<file path="config.mk">
export PLATFORM = sky130hd
export DESIGN_NAME = look_clook_seek_distance
export DESIGN_NICKNAME = d
export VERILOG_FILES = /design/src/design/lcs_pkg.sv /design/src/design/lcs_ram.sv /design/src/design/lcs_insert.sv /design/src/design/lcs_sweep.sv /design/src/design/look_clook_seek_distance.sv
export SDC_FILE = /design/constraint.sdc
export NUM_CORES = 2
export LEC_CHECK = 0
export BUFFER_PORTS_ARGS = -buffer_cell sky130_fd_sc_hd__buf_2
export CAP_MARGIN = 20
export CORE_MARGIN = 2
export CORE_UTILIZATION = 61
export CTS_BUF_LIST = sky130_fd_sc_hd__clkbuf_8 sky130_fd_sc_hd__clkbuf_16
export DETAILED_ROUTE_END_ITERATION = 7
export PLACE_DENSITY = 0.77
export SLEW_MARGIN = 20
export SYNTH_ARGS = -nofsm -noshare
export SYNTH_HDL_FRONTEND = slang
export SYNTH_SLANG_ARGS = --single-unit
export TNS_END_PERCENT = 10
</file>
<file path="constraint.sdc">
create_clock -name clk_i -period 6.85 [get_ports clk_i]
set_input_delay 0.3425 -clock clk_i [delete_from_list [all_inputs] [get_ports clk_i]]
set_output_delay 0.3425 -clock clk_i [all_outputs]
set_load 0.005 [all_outputs]
</file>
<file path="src/design/lcs_pkg.sv">
// Shared types and constants for the LOOK / C-LOOK seek distance block.
package lcs_pkg;

  localparam int unsigned MAX_REQ_DEF  = 64;
  localparam int unsigned CYL_BITS_DEF = 16;

  localparam int unsigned CYL_FIELD_W = 16;
  localparam int unsigned SUM_W       = 18;
  localparam int unsigned CNT_FIELD_W = 7;
  localparam int unsigned CFG_IDX_W   = 2;
  localparam int unsigned CFG_DATA_W  = 16;

  localparam logic [SUM_W-1:0] SUM_MAX = {SUM_W{1'b1}};

  typedef enum logic [CFG_IDX_W-1:0] {
    CFG_MODE       = 2'd0,
    CFG_START_HEAD = 2'd1,
    CFG_PREV_HEAD  = 2'd2
  } lcs_cfg_reg_e;

  typedef struct packed {
    logic [CYL_FIELD_W-1:0] request_cylinder;
    logic                   last_request;
  } lcs_req_t;

  typedef struct packed {
    logic [SUM_W-1:0]       total_movement;
    logic [CNT_FIELD_W-1:0] request_count;
    logic                   overflow;
  } lcs_res_t;

  // Sweep order selection handed to the sweep engine.
  typedef struct packed {
    logic up;
    logic clook;
  } lcs_sweep_cmd_t;

  typedef enum logic [2:0] {
    ST_IDLE,
    ST_INSERT,
    ST_SWEEP_GO,
    ST_SWEEP_WAIT,
    ST_PUSH
  } lcs_top_state_e;

  typedef enum logic [1:0] {
    INS_IDLE,
    INS_RD,
    INS_CMP
  } lcs_ins_state_e;

  typedef enum logic [1:0] {
    SW_IDLE,
    SW_SCAN_RD,
    SW_SCAN_CMP,
    SW_RUN
  } lcs_swp_state_e;

endpackage

</file>
<file path="src/design/lcs_ram.sv">
// Generic single-port-write, single-port-read RAM with registered read data.
module lcs_ram #(
  parameter int unsigned WIDTH = 16,
  parameter int unsigned DEPTH = 64
) (
  input  logic                     clk_i,
  input  logic                     we_i,
  input  logic [$clog2(DEPTH)-1:0] waddr_i,
  input  logic [WIDTH-1:0]         wdata_i,
  input  logic [$clog2(DEPTH)-1:0] raddr_i,
  output logic [WIDTH-1:0]         rdata_o
);

  logic [WIDTH-1:0] mem_q [DEPTH];
  logic [WIDTH-1:0] rdata_q;

  always_ff @(posedge clk_i) begin
    if (we_i) begin
      mem_q[waddr_i] <= wdata_i;
    end
    rdata_q <= mem_q[raddr_i];
  end

  assign rdata_o = rdata_q;

endmodule

</file>
<file path="src/design/lcs_insert.sv">
// Insertion engine: shifts larger entries up one place and writes the new request.
module lcs_insert #(
  parameter int unsigned MAX_REQUESTS  = 64,
  parameter int unsigned CYLINDER_BITS = 16
) (
  input  logic                             clk_i,
  input  logic                             rst_ni,
  input  logic                             start_i,
  input  logic [$clog2(MAX_REQUESTS)-1:0]  count_i,
  input  logic [CYLINDER_BITS-1:0]         cyl_i,
  input  logic [CYLINDER_BITS-1:0]         rdata_i,
  output logic [$clog2(MAX_REQUESTS)-1:0]  raddr_o,
  output logic                             we_o,
  output logic [$clog2(MAX_REQUESTS)-1:0]  waddr_o,
  output logic [CYLINDER_BITS-1:0]         wdata_o,
  output logic                             done_o
);

  import lcs_pkg::*;

  localparam int unsigned AW = $clog2(MAX_REQUESTS);

  lcs_ins_state_e state_q, state_d;
  logic [AW-1:0]  pos_q, pos_d;

  always_ff @(posedge clk_i or negedge rst_ni) begin
    if (!rst_ni) begin
      state_q <= INS_IDLE;
      pos_q   <= '0;
    end else begin
      state_q <= state_d;
      pos_q   <= pos_d;
    end
  end

  always_comb begin
    state_d = state_q;
    pos_d   = pos_q;
    we_o    = 1'b0;
    waddr_o = pos_q;
    wdata_o = cyl_i;
    done_o  = 1'b0;
    unique case (state_q)
      INS_IDLE: begin
        if (start_i) begin
          pos_d   = count_i;
          state_d = INS_RD;
        end
      end
      INS_RD: begin
        if (pos_q == '0) begin
          we_o    = 1'b1;
          done_o  = 1'b1;
          state_d = INS_IDLE;
        end else begin
          state_d = INS_CMP;
        end
      end
      INS_CMP: begin
        we_o = 1'b1;
        if (rdata_i > cyl_i) begin
          // Move the larger entry up; the entry below it is already being read.
          wdata_o = rdata_i;
          pos_d   = pos_q - AW'(1);
          if (pos_q == AW'(1)) begin
            state_d = INS_RD;
          end
        end else begin
          done_o  = 1'b1;
          state_d = INS_IDLE;
        end
      end
      default: state_d = INS_IDLE;
    endcase
  end

  // The entry just below the next insertion point is always the one to compare.
  assign raddr_o = pos_d - AW'(1);

endmodule

</file>
<file path="src/design/lcs_sweep.sv">
// Sweep engine: finds the split point, then walks the sorted store summing head movement.
module lcs_sweep #(
  parameter int unsigned MAX_REQUESTS  = 64,
  parameter int unsigned CYLINDER_BITS = 16
) (
  input  logic                              clk_i,
  input  logic                              rst_ni,
  input  logic                              start_i,
  input  lcs_pkg::lcs_sweep_cmd_t           cmd_i,
  input  logic [$clog2(MAX_REQUESTS+1)-1:0] count_i,
  input  logic [CYLINDER_BITS-1:0]          head_i,
  input  logic [CYLINDER_BITS-1:0]          rdata_i,
  output logic [$clog2(MAX_REQUESTS)-1:0]   raddr_o,
  output logic                              done_o,
  output logic [lcs_pkg::SUM_W-1:0]         sum_o
);

  import lcs_pkg::*;

  localparam int unsigned AW  = $clog2(MAX_REQUESTS);
  localparam int unsigned CW  = $clog2(MAX_REQUESTS + 1);
  localparam int unsigned ACW = ((CYLINDER_BITS > SUM_W) ? CYLINDER_BITS : SUM_W) + 1;

  lcs_swp_state_e      state_q, state_d;
  lcs_sweep_cmd_t      cmd_q, cmd_d;
  logic [CW-1:0]       n_q, n_d;
  logic [CW-1:0]       idx_q, idx_d;
  logic [CW-1:0]       rem_q, rem_d;
  logic                asc_q, asc_d;
  logic                second_q, second_d;
  logic [CW-1:0]       seg2_idx_q, seg2_idx_d;
  logic [CW-1:0]       seg2_len_q, seg2_len_d;
  logic                seg2_asc_q, seg2_asc_d;
  logic                pend_q, pend_d;
  logic [CYLINDER_BITS-1:0] cur_q, cur_d;
  logic [SUM_W-1:0]    sum_q, sum_d;

  logic                scan_end;
  logic [CW-1:0]       split;
  logic [CW-1:0]       above;
  logic [CYLINDER_BITS-1:0] step_len;
  logic [ACW-1:0]      acc;

  always_ff @(posedge clk_i or negedge rst_ni) begin
    if (!rst_ni) begin
      state_q    <= SW_IDLE;
      cmd_q      <= '0;
      n_q        <= '0;
      idx_q      <= '0;
      rem_q      <= '0;
      asc_q      <= 1'b0;
      second_q   <= 1'b0;
      seg2_idx_q <= '0;
      seg2_len_q <= '0;
      seg2_asc_q <= 1'b0;
      pend_q     <= 1'b0;
      cur_q      <= '0;
      sum_q      <= '0;
    end else begin
      state_q    <= state_d;
      cmd_q      <= cmd_d;
      n_q        <= n_d;
      idx_q      <= idx_d;
      rem_q      <= rem_d;
      asc_q      <= asc_d;
      second_q   <= second_d;
      seg2_idx_q <= seg2_idx_d;
      seg2_len_q <= seg2_len_d;
      seg2_asc_q <= seg2_asc_d;
      pend_q     <= pend_d;
      cur_q      <= cur_d;
      sum_q      <= sum_d;
    end
  end

  // Movement towards the entry whose read data arrives this cycle.
  assign step_len = (rdata_i > cur_q) ? (rdata_i - cur_q) : (cur_q - rdata_i);
  assign acc      = ACW'(sum_q) + ACW'(step_len);
  assign above    = n_q - split;

  always_comb begin
    state_d    = state_q;
    cmd_d      = cmd_q;
    n_d        = n_q;
    idx_d      = idx_q;
    rem_d      = rem_q;
    asc_d      = asc_q;
    second_d   = second_q;
    seg2_idx_d = seg2_idx_q;
    seg2_len_d = seg2_len_q;
    seg2_asc_d = seg2_asc_q;
    pend_d     = 1'b0;
    cur_d      = cur_q;
    sum_d      = sum_q;
    done_o     = 1'b0;
    scan_end   = 1'b0;
    split      = idx_q;

    if (pend_q) begin
      cur_d = rdata_i;
      sum_d = (acc > ACW'(SUM_MAX)) ? SUM_MAX : acc[SUM_W-1:0];
    end

    unique case (state_q)
      SW_IDLE: begin
        if (start_i) begin
          cmd_d   = cmd_i;
          n_d     = count_i;
          idx_d   = '0;
          cur_d   = head_i;
          sum_d   = '0;
          state_d = SW_SCAN_RD;
        end
      end
      SW_SCAN_RD: begin
        if (idx_q == n_q) begin
          scan_end = 1'b1;
        end else begin
          state_d = SW_SCAN_CMP;
        end
      end
      SW_SCAN_CMP: begin
        // The first entry at or above the head splits the store.
        if (rdata_i >= cur_q) begin
          scan_end = 1'b1;
        end else begin
          idx_d   = idx_q + CW'(1);
          state_d = SW_SCAN_RD;
        end
      end
      SW_RUN: begin
        if (rem_q != '0) begin
          pend_d = 1'b1;
          rem_d  = rem_q - CW'(1);
          idx_d  = asc_q ? (idx_q + CW'(1)) : (idx_q - CW'(1));
        end else if (!second_q) begin
          second_d = 1'b1;
          idx_d    = seg2_idx_q;
          rem_d    = seg2_len_q;
          asc_d    = seg2_asc_q;
        end else if (!pend_q) begin
          done_o  = 1'b1;
          state_d = SW_IDLE;
        end
      end
      default: state_d = SW_IDLE;
    endcase

    if (scan_end) begin
      state_d  = SW_RUN;
      second_d = 1'b0;
      if (cmd_q.up) begin
        idx_d = split;
        rem_d = above;
        asc_d = 1'b1;
        seg2_len_d = split;
        if (cmd_q.clook) begin
          seg2_idx_d = '0;
          seg2_asc_d = 1'b1;
        end else begin
          seg2_idx_d = split - CW'(1);
          seg2_asc_d = 1'b0;
        end
      end else begin
        idx_d = split - CW'(1);
        rem_d = split;
        asc_d = 1'b0;
        seg2_len_d = above;
        if (cmd_q.clook) begin
          seg2_idx_d = n_q - CW'(1);
          seg2_asc_d = 1'b0;
        end else begin
          seg2_idx_d = split;
          seg2_asc_d = 1'b1;
        end
      end
    end
  end

  assign raddr_o = idx_q[AW-1:0];
  assign sum_o   = sum_q;

endmodule

</file>
<file path="src/design/look_clook_seek_distance.sv">
// Top level: request intake, batch control, shared request store and result register.
// A stored request stalls the input while it is inserted, longer the more stored entries are
// larger than it; the single read port sets this. After a last request the input stays
// stalled while the sweep scans the entries below the start head and walks the store, and
// until its result transfer is offered once the result register is free.
// Reset clears all control state and configuration registers; the store is not cleared.
module look_clook_seek_distance #(
  parameter int unsigned MAX_REQUESTS  = lcs_pkg::MAX_REQ_DEF,
  parameter int unsigned CYLINDER_BITS = lcs_pkg::CYL_BITS_DEF
) (
  input  logic                           clk_i,
  input  logic                           rst_ni,
  input  logic                           in_valid_i,
  output logic                           in_stall_o,
  input  lcs_pkg::lcs_req_t              in_data_i,
  output logic                           out_valid_o,
  input  logic                           out_stall_i,
  output lcs_pkg::lcs_res_t              out_data_o,
  input  logic                           cfg_we_i,
  input  logic [lcs_pkg::CFG_IDX_W-1:0]  cfg_idx_i,
  input  logic [lcs_pkg::CFG_DATA_W-1:0] cfg_data_i
);

  import lcs_pkg::*;

  localparam int unsigned AW = $clog2(MAX_REQUESTS);
  localparam int unsigned CW = $clog2(MAX_REQUESTS + 1);

  lcs_top_state_e state_q, state_d;
  logic [CW-1:0]  count_q, count_d;
  logic           drop_q, drop_d;
  logic           last_q, last_d;
  logic [CYLINDER_BITS-1:0] cyl_q, cyl_d;

  logic                   mode_q;
  logic [CFG_DATA_W-1:0]  start_head_q;
  logic [CFG_DATA_W-1:0]  prev_head_q;

  logic     out_valid_q, out_valid_d;
  lcs_res_t out_data_q, out_data_d;

  logic                  in_xfer;
  logic                  full;
  logic [CYLINDER_BITS+CYL_FIELD_W-1:0] cyl_ext;
  logic [CYLINDER_BITS+CFG_DATA_W-1:0]  head_ext;
  logic [CW+CNT_FIELD_W-1:0]            cnt_ext;

  logic                     ins_start;
  logic                     ins_done;
  logic [AW-1:0]            ins_raddr;
  logic                     ram_we;
  logic [AW-1:0]            ram_waddr;
  logic [CYLINDER_BITS-1:0] ram_wdata;
  logic [AW-1:0]            ram_raddr;
  logic [CYLINDER_BITS-1:0] ram_rdata;

  logic                     swp_start;
  logic                     swp_done;
  lcs_sweep_cmd_t           swp_cmd;
  logic [AW-1:0]            swp_raddr;
  logic [SUM_W-1:0]         swp_sum;

  // Configuration registers.
  always_ff @(posedge clk_i or negedge rst_ni) begin
    if (!rst_ni) begin
      mode_q       <= 1'b0;
      start_head_q <= '0;
      prev_head_q  <= '0;
    end else if (cfg_we_i) begin
      unique case (cfg_idx_i)
        CFG_MODE:       mode_q       <= cfg_data_i[0];
        CFG_START_HEAD: start_head_q <= cfg_data_i;
        CFG_PREV_HEAD:  prev_head_q  <= cfg_data_i;
        default: ;
      endcase
    end
  end

  always_ff @(posedge clk_i or negedge rst_ni) begin
    if (!rst_ni) begin
      state_q     <= ST_IDLE;
      count_q     <= '0;
      drop_q      <= 1'b0;
      last_q      <= 1'b0;
      out_valid_q <= 1'b0;
    end else begin
      state_q     <= state_d;
      count_q     <= count_d;
      drop_q      <= drop_d;
      last_q      <= last_d;
      out_valid_q <= out_valid_d;
    end
  end

  always_ff @(posedge clk_i) begin
    cyl_q      <= cyl_d;
    out_data_q <= out_data_d;
  end

  assign in_stall_o = (state_q != ST_IDLE);
  assign in_xfer    = in_valid_i && !in_stall_o;
  assign full       = (count_q == CW'(MAX_REQUESTS));

  assign cyl_ext  = {{CYLINDER_BITS{1'b0}}, in_data_i.request_cylinder};
  assign head_ext = {{CYLINDER_BITS{1'b0}}, start_head_q};
  assign cnt_ext  = {{CNT_FIELD_W{1'b0}}, count_q};

  assign swp_cmd.up    = !(prev_head_q > start_head_q);
  assign swp_cmd.clook = mode_q;

  always_comb begin
    state_d     = state_q;
    count_d     = count_q;
    drop_d      = drop_q;
    last_d      = last_q;
    cyl_d       = cyl_q;
    out_valid_d = out_valid_q && out_stall_i;
    out_data_d  = out_data_q;
    ins_start   = 1'b0;
    swp_start   = 1'b0;
    unique case (state_q)
      ST_IDLE: begin
        if (in_xfer) begin
          cyl_d  = cyl_ext[CYLINDER_BITS-1:0];
          last_d = in_data_i.last_request;
          if (full) begin
            // A full store drops the request, but a last mark still closes the batch.
            drop_d = 1'b1;
            if (in_data_i.last_request) begin
              state_d = ST_SWEEP_GO;
            end
          end else begin
            ins_start = 1'b1;
            state_d   = ST_INSERT;
          end
        end
      end
      ST_INSERT: begin
        if (ins_done) begin
          count_d = count_q + CW'(1);
          state_d = last_q ? ST_SWEEP_GO : ST_IDLE;
        end
      end
      ST_SWEEP_GO: begin
        swp_start = 1'b1;
        state_d   = ST_SWEEP_WAIT;
      end
      ST_SWEEP_WAIT: begin
        if (swp_done) begin
          state_d = ST_PUSH;
        end
      end
      ST_PUSH: begin
        if (!out_valid_q || !out_stall_i) begin
          out_valid_d                = 1'b1;
          out_data_d.total_movement = swp_sum;
          out_data_d.request_count  = cnt_ext[CNT_FIELD_W-1:0];
          out_data_d.overflow       = drop_q;
          count_d                    = '0;
          drop_d                     = 1'b0;
          state_d                    = ST_IDLE;
        end
      end
      default: state_d = ST_IDLE;
    endcase
  end

  assign ram_raddr = (state_q == ST_INSERT) ? ins_raddr : swp_raddr;

  lcs_ram #(
    .WIDTH (CYLINDER_BITS),
    .DEPTH (MAX_REQUESTS)
  ) u_store (
    .clk_i   (clk_i),
    .we_i    (ram_we),
    .waddr_i (ram_waddr),
    .wdata_i (ram_wdata),
    .raddr_i (ram_raddr),
    .rdata_o (ram_rdata)
  );

  lcs_insert #(
    .MAX_REQUESTS  (MAX_REQUESTS),
    .CYLINDER_BITS (CYLINDER_BITS)
  ) u_insert (
    .clk_i   (clk_i),
    .rst_ni  (rst_ni),
    .start_i (ins_start),
    .count_i (count_q[AW-1:0]),
    .cyl_i   (cyl_q),
    .rdata_i (ram_rdata),
    .raddr_o (ins_raddr),
    .we_o    (ram_we),
    .waddr_o (ram_waddr),
    .wdata_o (ram_wdata),
    .done_o  (ins_done)
  );

  lcs_sweep #(
    .MAX_REQUESTS  (MAX_REQUESTS),
    .CYLINDER_BITS (CYLINDER_BITS)
  ) u_sweep (
    .clk_i   (clk_i),
    .rst_ni  (rst_ni),
    .start_i (swp_start),
    .cmd_i   (swp_cmd),
    .count_i (count_q),
    .head_i  (head_ext[CYLINDER_BITS-1:0]),
    .rdata_i (ram_rdata),
    .raddr_o (swp_raddr),
    .done_o  (swp_done),
    .sum_o   (swp_sum)
  );

  assign out_valid_o = out_valid_q;
  assign out_data_o  = out_data_q;

endmodule
</file>
* After elaboration in Yosys (flattened, before gate mapping) *
Memories as Yosys holds them, arrays and structs flattened. A register that Yosys moved wholly into a read port is not among the register bits.
Index checks and enable logic that the tools add are counted.

cells by class
  add/subtract/negate cells = 11
  $lt $le $gt $ge = 5
  eq/ne operators = 33
  multiplexer cells = 91
  reduce and logical (&&, ||, !) cells = 33

operators with widths
  cell                    count
  $mux W7                 18
  $mux W16                6
  $mux W18                4
  $gt A16 B16 Y1          3
  $mux W1                 32
  $sub A16 B16 Y16        2
  $mux W2                 12
  $pmux W7 S3             1
  $sub A7 B1 Y7 const B   3
  $add A18 B16 Y19        1
  $gt A19 B18 Y1 const B  1
  $mux W3                 6
  $mux W6                 3
  $reduce_and A2 Y1       9
  $ge A16 B16 Y1          1
  $ne A2 B2 Y1 const B    8
  $pmux W3 S5             1
  $add A7 B1 Y7 const B   2
  $pmux W7 S2             1
  $ne A3 B2 Y1 const B    4
  $ne A3 B3 Y1 const B    4
  $pmux W6 S2             1
  $sub A6 B1 Y6 const B   2
  $reduce_and A5 Y1       2
  other kinds (28)        46

storage, ports and cells
  register bits = 173
  RAM bits = 1024
  bits of input ports = 40
  output and inout port bits = 28
  word-level logic and storage cells = 202
  memories = 1

memory list
  name           depth  bits a word  rd ports  clocked after memory_dff  write ports  line           source
  u_store.mem_q  64     16           1         1                         1            lcs_ram.sv:14  logic [WIDTH-1:0] mem_q [DEPTH];

* Longest topological paths before layout *
  depth after elaboration = 9
  depth in mapped cells = 28
  mapped depth without buffers = 25

* By module *
Synthesis repeated with hierarchy kept, for this count alone.

second synthesis, totals
  cell total of the unflattened synthesis = 3069
  area total of the unflattened synthesis = 51969.8 um^2

by module, submodules not included
  module                    instances  cells an instance  area each (um^2)  sequential area each (um^2)
  lcs_ram                   1          1829               40039.7           31069.8
  lcs_sweep                 1          808                6762.7            1926.8
  look_clook_seek_distance  1          256                3733.6            2412.3
  lcs_insert                1          176                1433.9            200.2

* Worst setup path before layout *
OpenSTA, ideal clock, no wires.

  path type = reg2reg
  start = register u_store.rdata_q[9], in the netlist u_store.rdata_o[9], read port of u_store.mem_q
  end = register u_sweep.sum_q[10], in the netlist u_sweep.sum_o[10]
  arrival time = 5857 ps
  path slack = 856 ps
  stages on the path, launching flop included = 27
  path through = dfxtp_1 inv_1 ha_1 clkbuf_1 a21o_1 a21o_1 a21o_1 a2111oi_0 o32ai_1 o21ai_1 clkbuf_1 buf_2 mux2_2 fa_1 a21o_1 a21oi_1 o21bai_1 a21oi_1 o21bai_1 a311o_1 a31o_2 a21oi_1 nor2b_1 nor2_1 o21a_1 clkbuf_1 a21oi_1

on the way
  word-level cells in the longest chain between the ends = 8
  elaborated cells between the ends (all ways) = 10

RTL lines
  item                                                       line              source
  start, declared                                            lcs_ram.sv:15     logic [WIDTH-1:0] rdata_q;
  $sub A16 B16 Y16 / $gt A16 B16 Y1 (equally long branches)  lcs_sweep.sv:77   assign step_len = (rdata_i > cur_q) ? (rdata_i - cur_q) : (cur_q - rdata_i);
  $mux W16 *                                                 lcs_sweep.sv:77
  $add A18 B16 Y19 *                                         lcs_sweep.sv:78   assign acc = ACW'(sum_q) + ACW'(step_len);
  $gt A19 B18 Y1                                             lcs_sweep.sv:101  sum_d = (acc > ACW'(SUM_MAX)) ? SUM_MAX : acc[SUM_W-1:0];
  $mux W18 *                                                 lcs_sweep.sv:101
  $mux W18 *                                                 lcs_sweep.sv:99   if (pend_q) begin
  $mux W18                                                   lcs_sweep.sv:106  if (start_i) begin
  $mux W18 *                                                 lcs_sweep.sv:104  unique case (state_q)
  named net u_sweep.sum_d[10]                                lcs_sweep.sv:36   logic [SUM_W-1:0] sum_q, sum_d;
  end signal, assigned                                       lcs_sweep.sv:72   sum_q <= sum_d;
  end, declared                                              lcs_sweep.sv:36

The timed path passes the listed nets; every way through them passes the cells marked *.
A chain may end at the register's enable or synchronous reset.

* Worst setup path after layout *
  start = register u_store.rdata_q[9], in the netlist u_store.rdata_o[9], read port of u_store.mem_q
  end = register u_sweep.sum_q[2], in the netlist u_sweep.sum_o[2]

Same word-level chain as after synthesis.

==> reports/results.ini <==
[global_routing]
gr-usage-all-layers_pct = 28.8
grt_max_degree = 130
grt_overflow_total = 0
grt_pass1_wl_um = 195000
grt_pass1_vias = 32900
antenna_found_initial = 6

[yosys]
synth.avg_cell_area_um2 = 13.3
yosys_warnings = 0
synthFlopType = edfxtp_1
synth_top_family_by_area = simple AND/OR/NAND/NOR gates
async_flop_share_pct = 10.8
synth-edff-count = 1066
yosysTopAreaCell = edfxtp_1
yosysSeqAreaShare_pct = 67.7
synthAdderAreaFrac_pct = 2.62
synth-compound-area-share_pct = 9.56
ys_seq_elements = 1213
synth_top_cell_area_share_pct = 60.8
synth_cells = 3958
ys_types = 79
yosys.area_share.simple_pct = 10.4
synth.area.top_cells = edfxtp_1, dfrtp_1, mux2i_1
synthXorXnorAreaFrac_pct = 0.899
yosys-mux-area-fraction_pct = 5.95
syn_nets = 4106
synthesis.area_mm2 = 0.0526

[worst_setup_path]
cp_num_buf_inv = 2
crit_family = compound AO/OA/AOI/OAI gates
cpMaxStageDelayCell = o21a_1
max_stage_delay_ns = 0.52
crit_path_start_kind = flop
worstPathCellList = inv_1 > ha_1 > a21o_1 > a21o_1 > a21o_1 > a2111oi_0 > o32ai_1 > o21ai_2 > buf_4 > mux2_2 > fa_1 > a21o_1 > a21oi_1 > o21bai_1 > a21oi_1 > o21bai_1 > a311o_1 > a31o_2 > a21oi_1 > nor2b_1 > nor2_1 > o21a_1 > a21oi_1
end_kind = flop
critPathKind = reg2reg
worstPathArrival_ns = 6.90
worstPathRequired_ns = 7.39
critPathMaxFanout = 15

[layout]
fill_cells = 5668
area_growth_pct = 12.1
finalNetCount = 4202
layout-drive-gt1-share_pct = 12.9
antenna_cells = 0

[route]
drt_pass1_iterations = 8
drt-total-wl_um = 129000
vias_per_cell = 6.45
ant_nets = 0
vias = 34200
wl_per_cell_um = 24.4
drc = 0
drt_iter0_markers = 4076

[outcome]
status = complete, no violations

[place]
hpwl_um = 76100
portBuffers = 67
gp_congestion = 0.886

[clocking]
post_cts_resized = 0
ctsHoldBuffers = 35
clock-sinks = 1213
cts_made_buffers = 117
htreeDepth = 3
root_buffer = clkbuf_16
tritoncts = built
clk_latency_ns = 0.72
path_clk_slew_ns = 0.07
cts_setup_buffers = 0
clockBufferDepth = 3

[floorplanning]
die-area_mm2 = 0.0886
core_area_mm2 = 0.0853
floorplan.rows = 107
initial_core_util_pct = 61.7
die_w_um = 298
io_pins = 68
die_h_um = 298

[timing]
setup_violations = 0
fin_skew_ns = 0.0524
hold_violations = 0
rsz0062_at_grt = false
worst_pin_slew_ns = 1.14
post-route-period-util_pct = 92.9
fmax_mhz = 157
min_period_ns = 6.37
slew_violations = 0
tns_ns = 0
slew_headroom_pct = 23.5

[job]
maxCapViolCount = 0

[hold_path]
hold_path.class = in2reg

[routing by layer]
metal  GRT usage, %  vias to the layer above  share of wire, %
met3           4.99                      312               9.3
met1           39.2                    16900                39
met2           46.8                     1716                48
met4           11.2                       10               3.9
met5              0                        -             0.044
li1               -                    15300                 -
[cell type report]
class | instances | area, um^2 | share of cell area, %
Clock inverter | 104 | 843 | 1.43
Clock buffer | 117 | 2930 | 4.96
Tap cell | 1144 | 1430 | 2.43
Sequential cell | 1213 | 35600 | 60.4
Multi-Input combinational cell | 2367 | 15800 | 26.7
Timing Repair Buffer | 249 | 2000 | 3.40
Inverter | 106 | 398 | 0.675
[layout by cell type (no fill, tap or decap), types with 17 or more instances in the layout]
cell type / count
o21bai_1: 34
mux2_2: 44
clkinv_2: 24
nor2_1: 140
o21ai_4: 17
buf_2: 66
a31o_2: 34
dfrtp_1: 131
ha_1: 104
nor2b_1: 22
xor2_1: 22
a211o_1: 17
o21ai_0: 105
o22ai_1: 41
mux2i_1: 225
nand2_1: 376
nand3_1: 370
a311oi_1: 17
and3_1: 119
clkinv_1: 25
buf_4: 130
nand4_1: 35
a21o_1: 32
nand2b_1: 17
a21oi_1: 115
xnor2_1: 32
dlygate4sd3_1: 35
inv_1: 129
a31oi_1: 246
clkbuf_16: 117
edfxtp_1: 1066
[cells in the mapped netlist (all sizes together) (32+ instances only)]
library cell     n
dfrtp          131
inv            106
and3           119
clkbuf         184
edfxtp        1066
ha             104
nor2           146
nand2          377
o21bai          35
nand4           36
a31o            34
buf             88
o21ai          128
nand3          370
a21o            32
mux2            44
a21oi          116
mux2i          226
o22ai           41
a31oi          247
xnor2           32
[path summary, 6_finish.rpt]
kind                       cells past startpoint               end  slack [ns]               start
setup / recovery                              23  u_sweep.sum_o[2]        0.48  u_store.rdata_o[9]
hold / removal                                 3            mode_q        0.08        cfg_idx_i[1]
setup reg to reg                              23  u_sweep.sum_o[2]        0.48  u_store.rdata_o[9]
hold reg to reg                                0    out_data_o[25]        0.48   u_sweep.sum_o[17]
max in group asynchronous                      3   start_head_q[8]        5.28              rst_ni
min in group asynchronous                      2  u_sweep.rem_q[6]        0.26              rst_ni
[worst min-delay path: stages]
cell	delay [ns]
buf_2	0.10
nor3b_1	0.05
mux2_2	0.24
[sequential cells by signal (all words and copies together), names as in the netlist, 2 cells and up]
signal              flops
count_q                 7
cyl_q                  16
out_data_o             26
prev_head_q            16
start_head_q           16
state_q                 3
u_insert.state_q        2
u_insert.waddr_o        6
u_store.mem_q        1024
u_store.rdata_o        16
u_sweep.cmd_q           2
u_sweep.cur_q          16
u_sweep.idx_q           7
u_sweep.n_q             7
u_sweep.rem_q           7
u_sweep.seg2_idx_q      7
u_sweep.seg2_len_q      7
u_sweep.state_q         2
u_sweep.sum_o          18
[cell families (layout without fill, tap and decap cells)]
group | Yosys count | in the layout
DFF | 1213 | 1213
and+or+nand+nor | 1147 | 1147
AOI/OAI and AO/OA | 772 | 772
buffers and inverters | 378 | 576
muxes | 286 | 286
adders and majority gates | 108 | 108
xor gates and xnor gates | 54 | 54
[through the flow]
step	setup slack (ns)	hold slack [ns]	instances	utilization (%)	instance area, um^2
2_1_floorplan	0.856	0.0469	3958	-	52600
3_3_place_gp	0.747	0.420	5043	64.3	54800
3_5_place_dp	0.623	0.426	5043	64.3	54800
4_1_cts	0.576	0.00699	5299	69.1	59000
5_1_grt	0.140	0.0754	5300	69.2	59000
6_report	0.485	0.0773	5300	69.2	59000
Power is not shown: default switching activity piles up to over one toggle a cycle in this logic, so the estimate is an artifact.
